<file path="src/hw/rtl/triangle_rasterizer_zbuffer_unit_defines.svh">
// Assertion macros for the rasterizer RTL
`ifndef TRIANGLE_RASTERIZER_ZBUFFER_UNIT_DEFINES_SVH
`define TRIANGLE_RASTERIZER_ZBUFFER_UNIT_DEFINES_SVH

// cond holds at every clock edge out of reset
`define TRZB_ASSERT(lbl, clk, rst_n, cond, msg) \
	lbl: assert property (@(posedge clk) disable iff (!rst_n) (cond)) else $error(msg);

// cons holds in the cycle after ante
`define TRZB_ASSERT_NXT(lbl, clk, rst_n, ante, cons, msg) \
	lbl: assert property (@(posedge clk) disable iff (!rst_n) (ante) |=> (cons)) else $error(msg);

`endif

</file>
<file path="src/hw/rtl/trzb_pkg.sv">
// Shared types and constants of the triangle rasterizer
package trzb_pkg;

	localparam logic [1:0] FUNC_CLEAR  = 2'd0;
	localparam logic [1:0] FUNC_VERTEX = 2'd1;
	localparam logic [1:0] FUNC_READ   = 2'd2;

	// |area| stays below 2^33
	localparam int DIV_W  = 34;
	localparam int ZQ_W   = 16;
	localparam int ZNUM_W = DIV_W + ZQ_W;
	localparam int SQ_W   = 6;
	localparam int SNUM_W = 48;
	localparam int WORD_W = 21;

	// blank, shade, depth
	localparam logic [WORD_W-1:0] CLEAR_WORD = {1'b1, 4'd0, 16'h8000};

	typedef struct packed {
		logic [1:0]         func;
		logic signed [15:0] pos_x;
		logic signed [15:0] pos_y;
		logic signed [15:0] depth;
		logic [8:0]         intensity;
		logic [6:0]         read_x;
		logic [5:0]         read_y;
	} item_t;

	typedef struct packed {
		logic [3:0] pixel_shade;
		logic       pixel_blank;
	} pix_t;

	typedef struct packed {
		logic signed [15:0] x;
		logic signed [15:0] y;
		logic signed [15:0] z;
		logic [8:0]         inten;
	} vtx_t;

	typedef enum logic [1:0] {
		OP_CLEAR,
		OP_TRI,
		OP_READ
	} op_t;

	typedef struct packed {
		op_t        op;
		vtx_t       v0;
		vtx_t       v1;
		vtx_t       v2;
		logic [6:0] rx;
		logic [5:0] ry;
	} job_t;

	typedef struct packed {
		logic init_busy;
	} back_stat_t;

endpackage

</file>
<file path="src/hw/rtl/trzb_front.sv">
// Front end: accepts command beats, latches vertices, queues jobs
module trzb_front (
	input  logic                   clk,
	input  logic                   arst_n,
	input  logic                   cmd_valid,
	output logic                   cmd_stall,
	input  trzb_pkg::item_t        cmd,
	input  trzb_pkg::back_stat_t   stat,
	input  logic                   full,
	output logic                   push,
	output trzb_pkg::job_t         job
);
	trzb_pkg::vtx_t vtx_q [2];
	trzb_pkg::vtx_t vnew;
	logic [1:0]     cnt_q;
	logic           accept;
	logic           is_vtx;

	assign cmd_stall = full | stat.init_busy;
	assign accept    = cmd_valid & ~cmd_stall;
	assign is_vtx    = (cmd.func == trzb_pkg::FUNC_VERTEX);
	assign vnew      = {cmd.pos_x, cmd.pos_y, cmd.depth, cmd.intensity};

	always_comb begin
		job.op = trzb_pkg::OP_TRI;
		job.v0 = vtx_q[0];
		job.v1 = vtx_q[1];
		job.v2 = vnew;
		job.rx = cmd.read_x;
		job.ry = cmd.read_y;
		unique case (cmd.func)
			trzb_pkg::FUNC_CLEAR: begin
				push   = accept;
				job.op = trzb_pkg::OP_CLEAR;
			end
			trzb_pkg::FUNC_VERTEX: begin
				push = accept && (cnt_q == 2'd2);
			end
			trzb_pkg::FUNC_READ: begin
				push   = accept;
				job.op = trzb_pkg::OP_READ;
			end
			default: begin
				push = 1'b0;
			end
		endcase
	end

	always_ff @(posedge clk or negedge arst_n) begin
		if (!arst_n) begin
			cnt_q <= '0;
		end else if (accept && is_vtx) begin
			cnt_q <= (cnt_q == 2'd2) ? 2'd0 : cnt_q + 2'd1;
		end
	end

	always_ff @(posedge clk) begin
		if (accept && is_vtx && cnt_q != 2'd2) begin
			vtx_q[cnt_q[0]] <= vnew;
		end
	end
endmodule

</file>
<file path="config.mk">
export PLATFORM = sky130hd
export DESIGN_NAME = trzb_front
export DESIGN_NICKNAME = d
export VERILOG_FILES = /design/src/hw/rtl/triangle_rasterizer_zbuffer_unit_defines.svh /design/src/hw/rtl/trzb_pkg.sv /design/src/hw/rtl/trzb_front.sv
export SDC_FILE = /design/constraint.sdc
export NUM_CORES = 1
export LEC_CHECK = 0
export ABC_AREA = 1
export BUFFER_PORTS_ARGS = -buffer_cell sky130_fd_sc_hd__buf_2
export CAP_MARGIN = 20
export CORE_MARGIN = 4
export CORE_UTILIZATION = 45
export CTS_CLUSTER_DIAMETER = 80
export CTS_CLUSTER_SIZE = 30
export DETAILED_ROUTE_END_ITERATION = 8
export PLACE_DENSITY_LB_ADDON = 0.08
export SYNTH_ARGS = -nofsm -noshare
export SYNTH_HDL_FRONTEND = slang
export SYNTH_SLANG_ARGS = --single-unit
</file>
<file path="constraint.sdc">
create_clock -name clk -period 8.9 [get_ports clk]
set_input_delay 0.89 -clock clk [delete_from_list [all_inputs] [get_ports clk]]
set_output_delay 0.89 -clock clk [all_outputs]
set_load 0.02 [all_outputs]
</file>
==> out/qor.tcl <==
set qor(holdBufCountCts) 0
set qor(p_per_area_nw_per_um2) 248.2
set qor(ys_top_cells_by_area) {sky130_fd_sc_hd__edfxtp_1, sky130_fd_sc_hd__buf_4, sky130_fd_sc_hd__dfrtp_1}
set qor(vias_in_the_first_global_route) 2445
set qor(worstPathArrival_ns) 1.52
set qor(worst-slew-pin-transition_ns) 0.6721
set qor(grt_pass1_wl_um) 13780
set qor(cp_max_fo) 2
set qor(setup_viol) 0
set qor(finalWeightedCongestion) 0.6981
set qor(synth_top_cell_by_area) {sky130_fd_sc_hd__edfxtp_1}
set qor(status) {finished, final reports clean}
set qor(critPathMostFrequentCell) {sky130_fd_sc_hd__buf_2}
set qor(final_cell_count_no_fill) 521
set qor(cts-htree-levels) 4
set qor(io_buffer_count) 238
set qor(cts_buffers) 17
set qor(grt_antenna_before_repair) 0
set qor(worst_setup_path_end_kind) {primary output}
set qor(place.detailed.instances) 489
set qor(initial_utilization_pct) 46.73
set qor(ioPinCount) 265
set qor(ys_types) 12
set qor(die-area_um2) 10740
set qor(wl_per_cell_um) 17.41
set qor(max_cap_violations) 0
set qor(worst_path_max_delay_cell) {sky130_fd_sc_hd__nor2_1}
set qor(leakagePower_nw) 2.376
set qor(layout_min_cycle_time_ns) 2.406
set qor(final.setup_skew_ns) 0.006753
set qor(finish.net_count) 477
set qor(initialDrtViolationCount) 86
set qor(diodes) 0
set qor(clock_path_buffers) 2
set qor(leftover_overflow_at_the_end_of_global_routing) 0
set qor(ctsRootBufferMaster) {sky130_fd_sc_hd__clkbuf_8}
set qor(cts_tree) {built}
set qor(vias_per_cell) 4.549
set qor(cp_data_required_time_ns) 8.01
set qor(proportion_of_netlist_area_held_by_the_largest_area_contributor_pct) 83.19
set qor(timing.fmax_mhz) 415.6
set qor(fp.dieW_um) 103.6
set qor(dr_total_vias) 2370
set qor(drive_above_1_share_pct) 67.07
set qor(hpwl_um) 6824
set qor(power.ir.vdd_worst_v) 0.0001320
set qor(die-height_um) 103.6
set qor(synthToLayoutAreaGrowth_pct) 35.00
set qor(critical_path.cell_chain) {buf_2 > nor2_1 > nand2_1 > a21oi_1 > buf_2}
set qor(hold_class) {in2async}
set qor(netlist_area_um2) 4115
set qor(antenna_violating_nets_post_route) 0
set qor(finalMaxSlewViolations) 0
set qor(synthesis.area_per_instance_um2) 19.41
set qor(worst_skew_pair_latency_ns) 0.49
set qor(worst-setup-path-type) {in2out}
set qor(tns_ns) 0
set qor(critical_path.max_stage_delay_ns) 0.17
set qor(ys_ff_latch) 116
set qor(unrepaired_setup_endpoints_after_global_routing) {no}
set qor(yosys_warnings) 0
set qor(final.period_utilization_pct) 27.03
set qor(dr.pass1.iters) 4
set qor(final_hold_viol_count) 0
set qor(fp.coreArea_um2) 8806
set qor(detail_route.drc_violations) 0
set qor(wirelength_um) 9071
set qor(worst_slew_margin_rel_pct) 55.09
set qor(buffers_inserted_by_post_cts_timing_repair) 0
set qor(critPathTopFamily) {buffers and inverters}
set qor(placementRows) 34
set qor(most_frequent_cells_in_the_layout) {sky130_fd_sc_hd__buf_2, sky130_fd_sc_hd__edfxtp_1, sky130_fd_sc_hd__clkbuf_16}
set qor(worst_setup_path_start_kind) {primary input}
set qor(syn_inst) 212
set qor(layout_commonest_cell) {sky130_fd_sc_hd__buf_2}
set qor(cp.buffers_inverters) 2
set qor(cts.repair.resized) 0
set qor(grt_max_degree) 36
set qor(track_usage_pct) 16.90
set qor(clkTransAtPathRegs_ns) 0.05
set qor(synth.yosys.seq_area_share_pct) 84.40
set qor(tritoncts_num_sinks) 116
set qor(postSynthNetCount) 289
metal layers:
metal | global-route usage [%] | wire [um] | vias to the layer above
met5 | 0 | 0 | -
met4 | 5.793 | 101 | 0
met3 | 9.080 | 1027 | 16
met2 | 29.11 | 4795 | 151
met1 | 17.61 | 3147 | 1126
li1 | - | - | 1077
final timing paths:
kind	startpoint	endpoint	slack, ns	cells past startpoint
worst max-delay path	stat	push	6.49	5
worst min-delay path	arst_n	cnt_q[0]	0.17	1
worst max register to register	cnt_q[1]	vtx_q[0][36]	6.93	4
worst min register to register	cnt_q[0]	cnt_q[0]	0.52	2
max in group asynchronous	arst_n	cnt_q[1]	8.63	1
min in group clk	cnt_q[0]	cnt_q[0]	0.52	2
Yosys cell counts, drive strengths merged:
cell type and number:
a21oi 1, buf 70, clkbuf 1, dfrtp 2
edfxtp 114, inv 7, nand2 6, nand3 4
nor2 7
stage by stage:
| step | power [mW] | cell area [um2] | util (%) | hold WS, ns | worst slack [ns] |
|---|---|---|---|---|---|
| floorplan | 0.6847 | 4115 | - | 0.4714 | 4.893 |
| global placement | 0.6989 | 4935 | 56.04 | 0.5088 | 6.124 |
| detailed placement | 0.7003 | 4935 | 56.04 | 0.5018 | 6.074 |
| CTS | 1.395 | 5555 | 63.09 | 0.1405 | 6.491 |
| global route | 1.433 | 5555 | 63.09 | 0.1420 | 6.370 |
| finish | 1.379 | 5555 | 63.09 | 0.1749 | 6.494 |
sequential cells by signal, indices dropped and copies added, names as in the netlist:
register	flops
cnt_q	2
vtx_q	114
power by group:
part | switching [mW] | internal, mW
registers | 0.00356 | 0.609
logic | 0.0505 | 0.0253
clock network | 0.234 | 0.457
cell type report:
class | instances | area, um2
multi-input combinational | 18 | 93.84
clock buffer | 17 | 414.1
clock inverter | 15 | 206.4
inverter | 7 | 26.28
sequential | 116 | 3473
timing repair buffer | 240 | 1206
fill | 659 | 3251
tap | 108 | 135.1
kinds of logic (layout without fill, tap and decap cells):
| kind of cell | count (synthesis) | in the layout | share of synthesized area [%] |
|---|---|---|---|
| buf+inv | 78 | 279 | 13.50 |
| simple gates | 17 | 17 | 1.976 |
| flops | 116 | 116 | 84.40 |
| compound gates | 1 | 1 | 0.1215 |
Power figures use the tool's default switching activity.
