<file path="config.mk">
export PLATFORM = sky130hd
export DESIGN_NAME = trzb_fifo
export DESIGN_NICKNAME = d
export VERILOG_FILES = /design/src/hw/rtl/trzb_pkg.sv /design/src/hw/rtl/trzb_fifo.sv
export VERILOG_INCLUDE_DIRS = /design/src /design/src/hw/rtl
export SDC_FILE = /design/constraint.sdc
export NUM_CORES = 1
export LEC_CHECK = 0
export ABC_AREA = 1
export ABC_CLOCK_PERIOD_IN_PS = 16700
export BUFFER_PORTS_ARGS = -buffer_cell sky130_fd_sc_hd__buf_2
export CORE_ASPECT_RATIO = 0.6
export CORE_MARGIN = 2
export CORE_UTILIZATION = 45
export DETAILED_ROUTE_END_ITERATION = 10
export PLACE_DENSITY = 0.7
export SETUP_SLACK_MARGIN = 0.5
export SLEW_MARGIN = 10
export SYNTH_ARGS = -nofsm -noshare
export SYNTH_HDL_FRONTEND = slang
export SYNTH_SLANG_ARGS = --single-unit
</file>
<file path="constraint.sdc">
create_clock -name clk -period 16.7 [get_ports clk]
set_input_delay 2.505 -clock clk [delete_from_list [all_inputs] [get_ports clk]]
set_output_delay 2.505 -clock clk [all_outputs]
set_load 0.03 [all_outputs]
</file>
<file path="src/hw/rtl/triangle_rasterizer_zbuffer_unit_defines.svh">
// Assertion macros for the rasterizer RTL
`ifndef TRIANGLE_RASTERIZER_ZBUFFER_UNIT_DEFINES_SVH
`define TRIANGLE_RASTERIZER_ZBUFFER_UNIT_DEFINES_SVH

// cond holds at every clock edge out of reset
`define TRZB_ASSERT(lbl, clk, rst_n, cond, msg) \
	lbl: assert property (@(posedge clk) disable iff (!rst_n) (cond)) else $error(msg);

// cons holds in the cycle after ante
`define TRZB_ASSERT_NXT(lbl, clk, rst_n, ante, cons, msg) \
	lbl: assert property (@(posedge clk) disable iff (!rst_n) (ante) |=> (cons)) else $error(msg);

`endif

</file>
<file path="src/hw/rtl/trzb_pkg.sv">
// Shared types and constants of the triangle rasterizer
package trzb_pkg;

	localparam logic [1:0] FUNC_CLEAR  = 2'd0;
	localparam logic [1:0] FUNC_VERTEX = 2'd1;
	localparam logic [1:0] FUNC_READ   = 2'd2;

	// |area| stays below 2^33
	localparam int DIV_W  = 34;
	localparam int ZQ_W   = 16;
	localparam int ZNUM_W = DIV_W + ZQ_W;
	localparam int SQ_W   = 6;
	localparam int SNUM_W = 48;
	localparam int WORD_W = 21;

	// blank, shade, depth
	localparam logic [WORD_W-1:0] CLEAR_WORD = {1'b1, 4'd0, 16'h8000};

	typedef struct packed {
		logic [1:0]         func;
		logic signed [15:0] pos_x;
		logic signed [15:0] pos_y;
		logic signed [15:0] depth;
		logic [8:0]         intensity;
		logic [6:0]         read_x;
		logic [5:0]         read_y;
	} item_t;

	typedef struct packed {
		logic [3:0] pixel_shade;
		logic       pixel_blank;
	} pix_t;

	typedef struct packed {
		logic signed [15:0] x;
		logic signed [15:0] y;
		logic signed [15:0] z;
		logic [8:0]         inten;
	} vtx_t;

	typedef enum logic [1:0] {
		OP_CLEAR,
		OP_TRI,
		OP_READ
	} op_t;

	typedef struct packed {
		op_t        op;
		vtx_t       v0;
		vtx_t       v1;
		vtx_t       v2;
		logic [6:0] rx;
		logic [5:0] ry;
	} job_t;

	typedef struct packed {
		logic init_busy;
	} back_stat_t;

endpackage

</file>
<file path="src/hw/rtl/trzb_fifo.sv">
// Two-entry job queue between front and back
`include "triangle_rasterizer_zbuffer_unit_defines.svh"

module trzb_fifo (
	input  logic            clk,
	input  logic            arst_n,
	input  logic            push,
	input  trzb_pkg::job_t  din,
	output logic            full,
	input  logic            pop,
	output trzb_pkg::job_t  dout,
	output logic            nonempty
);
	trzb_pkg::job_t ent_q [2];
	logic       wp_q;
	logic       rp_q;
	logic [1:0] cnt_q;

	always_ff @(posedge clk or negedge arst_n) begin
		if (!arst_n) begin
			wp_q  <= 1'b0;
			rp_q  <= 1'b0;
			cnt_q <= '0;
		end else begin
			if (push) begin
				wp_q <= ~wp_q;
			end
			if (pop) begin
				rp_q <= ~rp_q;
			end
			if (push && !pop) begin
				cnt_q <= cnt_q + 2'd1;
			end else if (pop && !push) begin
				cnt_q <= cnt_q - 2'd1;
			end
		end
	end

	always_ff @(posedge clk) begin
		if (push) begin
			ent_q[wp_q] <= din;
		end
	end

	assign full     = (cnt_q == 2'd2);
	assign nonempty = (cnt_q != 2'd0);
	assign dout     = ent_q[rp_q];

	`TRZB_ASSERT(a_no_overflow, clk, arst_n, !(push && cnt_q == 2'd2), "push into full queue")
	`TRZB_ASSERT(a_no_underflow, clk, arst_n, !(pop && cnt_q == 2'd0), "pop from empty queue")
	`TRZB_ASSERT_NXT(a_count_up, clk, arst_n, push && !pop, cnt_q == $past(cnt_q) + 2'd1, "count lost a beat")
endmodule

</file>
==> tab_implementation.tex <==
\begin{tabular}{lr}
\hline
Metric & Value \\
\hline
\multicolumn{2}{l}{\textbf{Synth}} \\
Number of flip-flops and latches in the synthesized netlist & roughly 380 \\
Net count after synthesis & between 700 and 800 \\
Synthesis Warnings & 0 \\
Flip-flop cell with the highest count after synthesis & edfxtp\_1 \\
Most repeated cell in the gate-level netlist after synthesis & edfxtp\_1 \\
Dominant cells by area after synthesis & edfxtp\_1 79\%, mux2\_4 14\%, mux2\_2 4.5\% \\
Post-synth ARST share & 0.01064 \\
Cell type with the highest aggregate area in the netlist & edfxtp\_1 \\
Unique cell type count in the Yosys netlist & 14 \\
Post-synth EDFFs & 372 \\
Area of the mapped netlist & 0.01416 sq mm \\
Area share of the leading cell type in the synthesized netlist & 0.7886 \\
Cell count after synthesis & around 600 \\
Most frequent cells after synthesis & 372 x edfxtp\_1, 130 x mux2\_4, 56 x mux2\_2 \\
Avg Cell Area, Syn & 23.45 sq um \\
Sequential element share of the synthesized area & 0.7957 \\
\multicolumn{2}{l}{\textbf{CTS}} \\
Clock sinks & roughly 380 \\
Cts hold-fix bufs & 0 \\
\# resized after CTS & 0 \\
Deepest level of the CTS H-tree & 2 \\
Cts bufs inserted & 36 \\
Clock tree buffer depth & 3 \\
Total setup buffers inserted after CTS & 0 \\
CTS tree & yes \\
Clock network latency to the later pin of the worst-skew pair & approximately 520 ps \\
Root buffer selected by CTS & clkbuf\_16 \\
Clk pin slew, worst setup/hold paths & roughly 60 ps \\
\multicolumn{2}{l}{\textbf{Critical path}} \\
End of the critical path & dout[179] \\
CP Data Arrival Time & about 3600 ps \\
Required time worst endpoint & approximately 14,000 ps \\
Highest-delay cell along the critical path & buf\_4 \\
Setup slack of the most critical reg-to-reg path & between 10,000 and 15,000 ps \\
Worst setup path start & rp\_q \\
Total stage count of the critical path & 4 \\
R2R Path Start & wp\_q \\
Most frequent cell on the critical path & buf\_4 \\
Reg2Reg Depth & 3 \\
Family with the most delay on the worst path & buffers and inverters \\
Critical path cell sequence & buf\_4 > buf\_4 > mux2\_2 > buf\_2 \\
Slowest stage delay, CP & about 900 ps \\
Highest net fanout along the worst path & slightly below 60 \\
Buffer and inverter count on the worst path & 3 \\
Type of the worst setup path & flop to output pin \\
Startpoint type of the worst setup path & flop \\
Endpoint of the most critical register-to-register path & ent\_q[0][78] \\
Category of the worst setup path capture point & output pin \\
\multicolumn{2}{l}{\textbf{Floorplan}} \\
Core Box Area & $\sim$0.031 sq mm \\
Die W & roughly 230 um \\
Std cell rows & 50 \\
Number of top-level design ports & 378 \\
Die Y & about 140 um \\
Initial cell density of the core & 0.4556 \\
Area of the die & 0.03296 sq mm \\
\multicolumn{2}{l}{\textbf{Drt}} \\
Pre-antenna DRT Iters & 7 \\
Count of antenna-violating nets left after detailed routing & 0 \\
Per-cell routed wire length & slightly below 20 um \\
Remaining design rule violation count & 0 \\
Via density & between 4 and 5 \\
Vias after detailed routing & 7,009 \\
First DRT Iteration DRCs & between 300 and 400 \\
Total detailed-routing wirelength & $\sim$29 mm \\
\multicolumn{2}{l}{\textbf{Layout}} \\
Filler instances & between 2k and 2.5k \\
Layout-stage area growth over the synthesis result & 24.21\% \\
Non-filler cells, final & between 1k and 1.5k \\
Total Nets Final & 1,197 \\
Fraction of final layout cells with drive strength greater than 1 & 0.6043 \\
\multicolumn{2}{l}{\textbf{GRT}} \\
First-pass GRT wire length & slightly above 40 mm \\
Vias in the first global route & approximately 7.2k \\
Largest net degree at the start of global routing & between 60 and 70 \\
Overall track demand over capacity in global routing & 0.1685 \\
Antenna violations before repair & 10 \\
Global route overflow & 0 \\
\multicolumn{2}{l}{\textbf{Placement}} \\
Placed Cells incl. Taps & roughly 1.4k \\
Final RePlAce weighted congestion & slightly below 0.8 \\
Post-DP HPWL & around 20 mm \\
IO buf count & around 380 \\
\multicolumn{2}{l}{\textbf{STA}} \\
Least-Margin Pin Slew & roughly 1000 ps \\
Setup repair after global routing missed its margin & no \\
Worst Skew & roughly 21 ps \\
Highest clock frequency the design can meet & 0.1643 GHz \\
Number of max-slew violations in the final report & 0 \\
Number of failing hold endpoints at the final stage & 0 \\
Final period demand of the worst path & $\sim$6100 ps \\
Setup TNS after final layout & 0 ps \\
Worst slew margin relative to its limit & 0.3387 \\
Final setup vio count & 0 \\
Tcrit/Tclk final & 0.3646 \\
\multicolumn{2}{l}{\textbf{Power}} \\
Pwr Density & $\sim$190 mW/mm\^{}2 \\
Standby leakage power & roughly 7 nW \\
Worst VDD drop & 0.1084 mV \\
\multicolumn{2}{l}{\textbf{Worst hold path}} \\
Hold Crit Class & flop to flop \\
\multicolumn{2}{l}{\textbf{Outcome}} \\
Run status & finished clean \\
\multicolumn{2}{l}{\textbf{Job}} \\
Maxcap violations & 0 \\
\hline
\end{tabular}
==> worst min-delay path by stage <==
stage	startpoint	to	slack (ps)	depth (start not counted)
after floorplan	cnt_q[1]	cnt_q[1]	440	2
after global placement	cnt_q[1]	cnt_q[1]	470	2
after detailed placement	cnt_q[1]	cnt_q[1]	480	2
after CTS	cnt_q[1]	cnt_q[1]	530	2
after global routing	cnt_q[1]	cnt_q[1]	550	2
final	cnt_q[1]	cnt_q[1]	530	2
==> layout by cell type (no fill, tap or decap), types with 2 or more instances in the layout <==
cell type	count
bufinv_16	3
clkinv_1	6
inv_6	3
dfrtp_1	3
mux2_4	130
inv_1	6
edfxtp_1	372
clkinv_2	4
nand2_1	6
mux2_2	56
xor2_1	2
buf_2	377
clkbuf_16	37
diode_2	4
clkbuf_1	8
clkbuf_8	2
buf_4	8
==> per-layer routing <==
metal  global-route usage  wire length [um]
met1               0.2183             11930
met2               0.2674             13580
met3              0.06551              2561
met4              0.04492               472
met5                    0                89
==> power breakdown <==
| part | switching, W | leakage (nW) | internal (W) | total (W) |
|---|---|---|---|---|
| registers | 0.0000593 | 3.54 | 0.00125 | 0.00131 |
| clock network | 0.000328 | 0.556 | 0.000462 | 0.000790 |
| logic | 0.000755 | 2.89 | 0.000448 | 0.00120 |
==> stage by stage <==
stage / cell area [sq um] / total power [W] / setup WS [ps] / hold slack [ps] / utilization
after floorplan: 14160 / 0.002300 / 5641 / 441.7 / -
after global placement: 16440 / 0.002540 / 11160 / 465.5 / 0.5289
after detailed placement: 16440 / 0.002554 / 11140 / 477.8 / 0.5289
after CTS: 17580 / 0.003351 / 10570 / 530.6 / 0.5656
after global routing: 17590 / 0.003450 / 10400 / 547.5 / 0.5657
final: 17590 / 0.003308 / 10610 / 525.6 / 0.5659
==> registers in the layout (all words and copies together), names as in the netlist <==
name and cells:
wp_q 1, rp_q 1, cnt_q 2, ent_q 372
==> worst register-to-register path, cell delays in order, from the launching register on <==
cell and delay, ps:
dfrtp_1 420, nor2_4 110, buf_4 680, buf_4 850
==> final cells by class <==
| type | instances | area [sq um] | share of cell area |
|---|---|---|---|
| Sequential cell | 376 | 11270 | 0.6408 |
| Antenna cell | 4 | 10.01 | 0.0005689 |
| Multi-Input combinational cell | 200 | 2670 | 0.1518 |
| Tap cell | 416 | 520.5 | 0.02958 |
| Inverter | 7 | 31.28 | 0.001778 |
| Clock inverter | 16 | 157.7 | 0.008960 |
| Timing Repair Buffer | 385 | 1947 | 0.1107 |
| Clock buffer | 47 | 983.4 | 0.05590 |
==> kinds of logic after synthesis <==
family | after synthesis | share of synthesized area
xor gates and xnor gates | 3 | 0.001855
adders and majority gates | 1 | 0.0008832
buffers and inverters | 28 | 0.01634
DFF | 376 | 0.7957
muxes | 186 | 0.1823
and+or+nand+nor | 10 | 0.002915
Power figures use the tool's default switching activity.
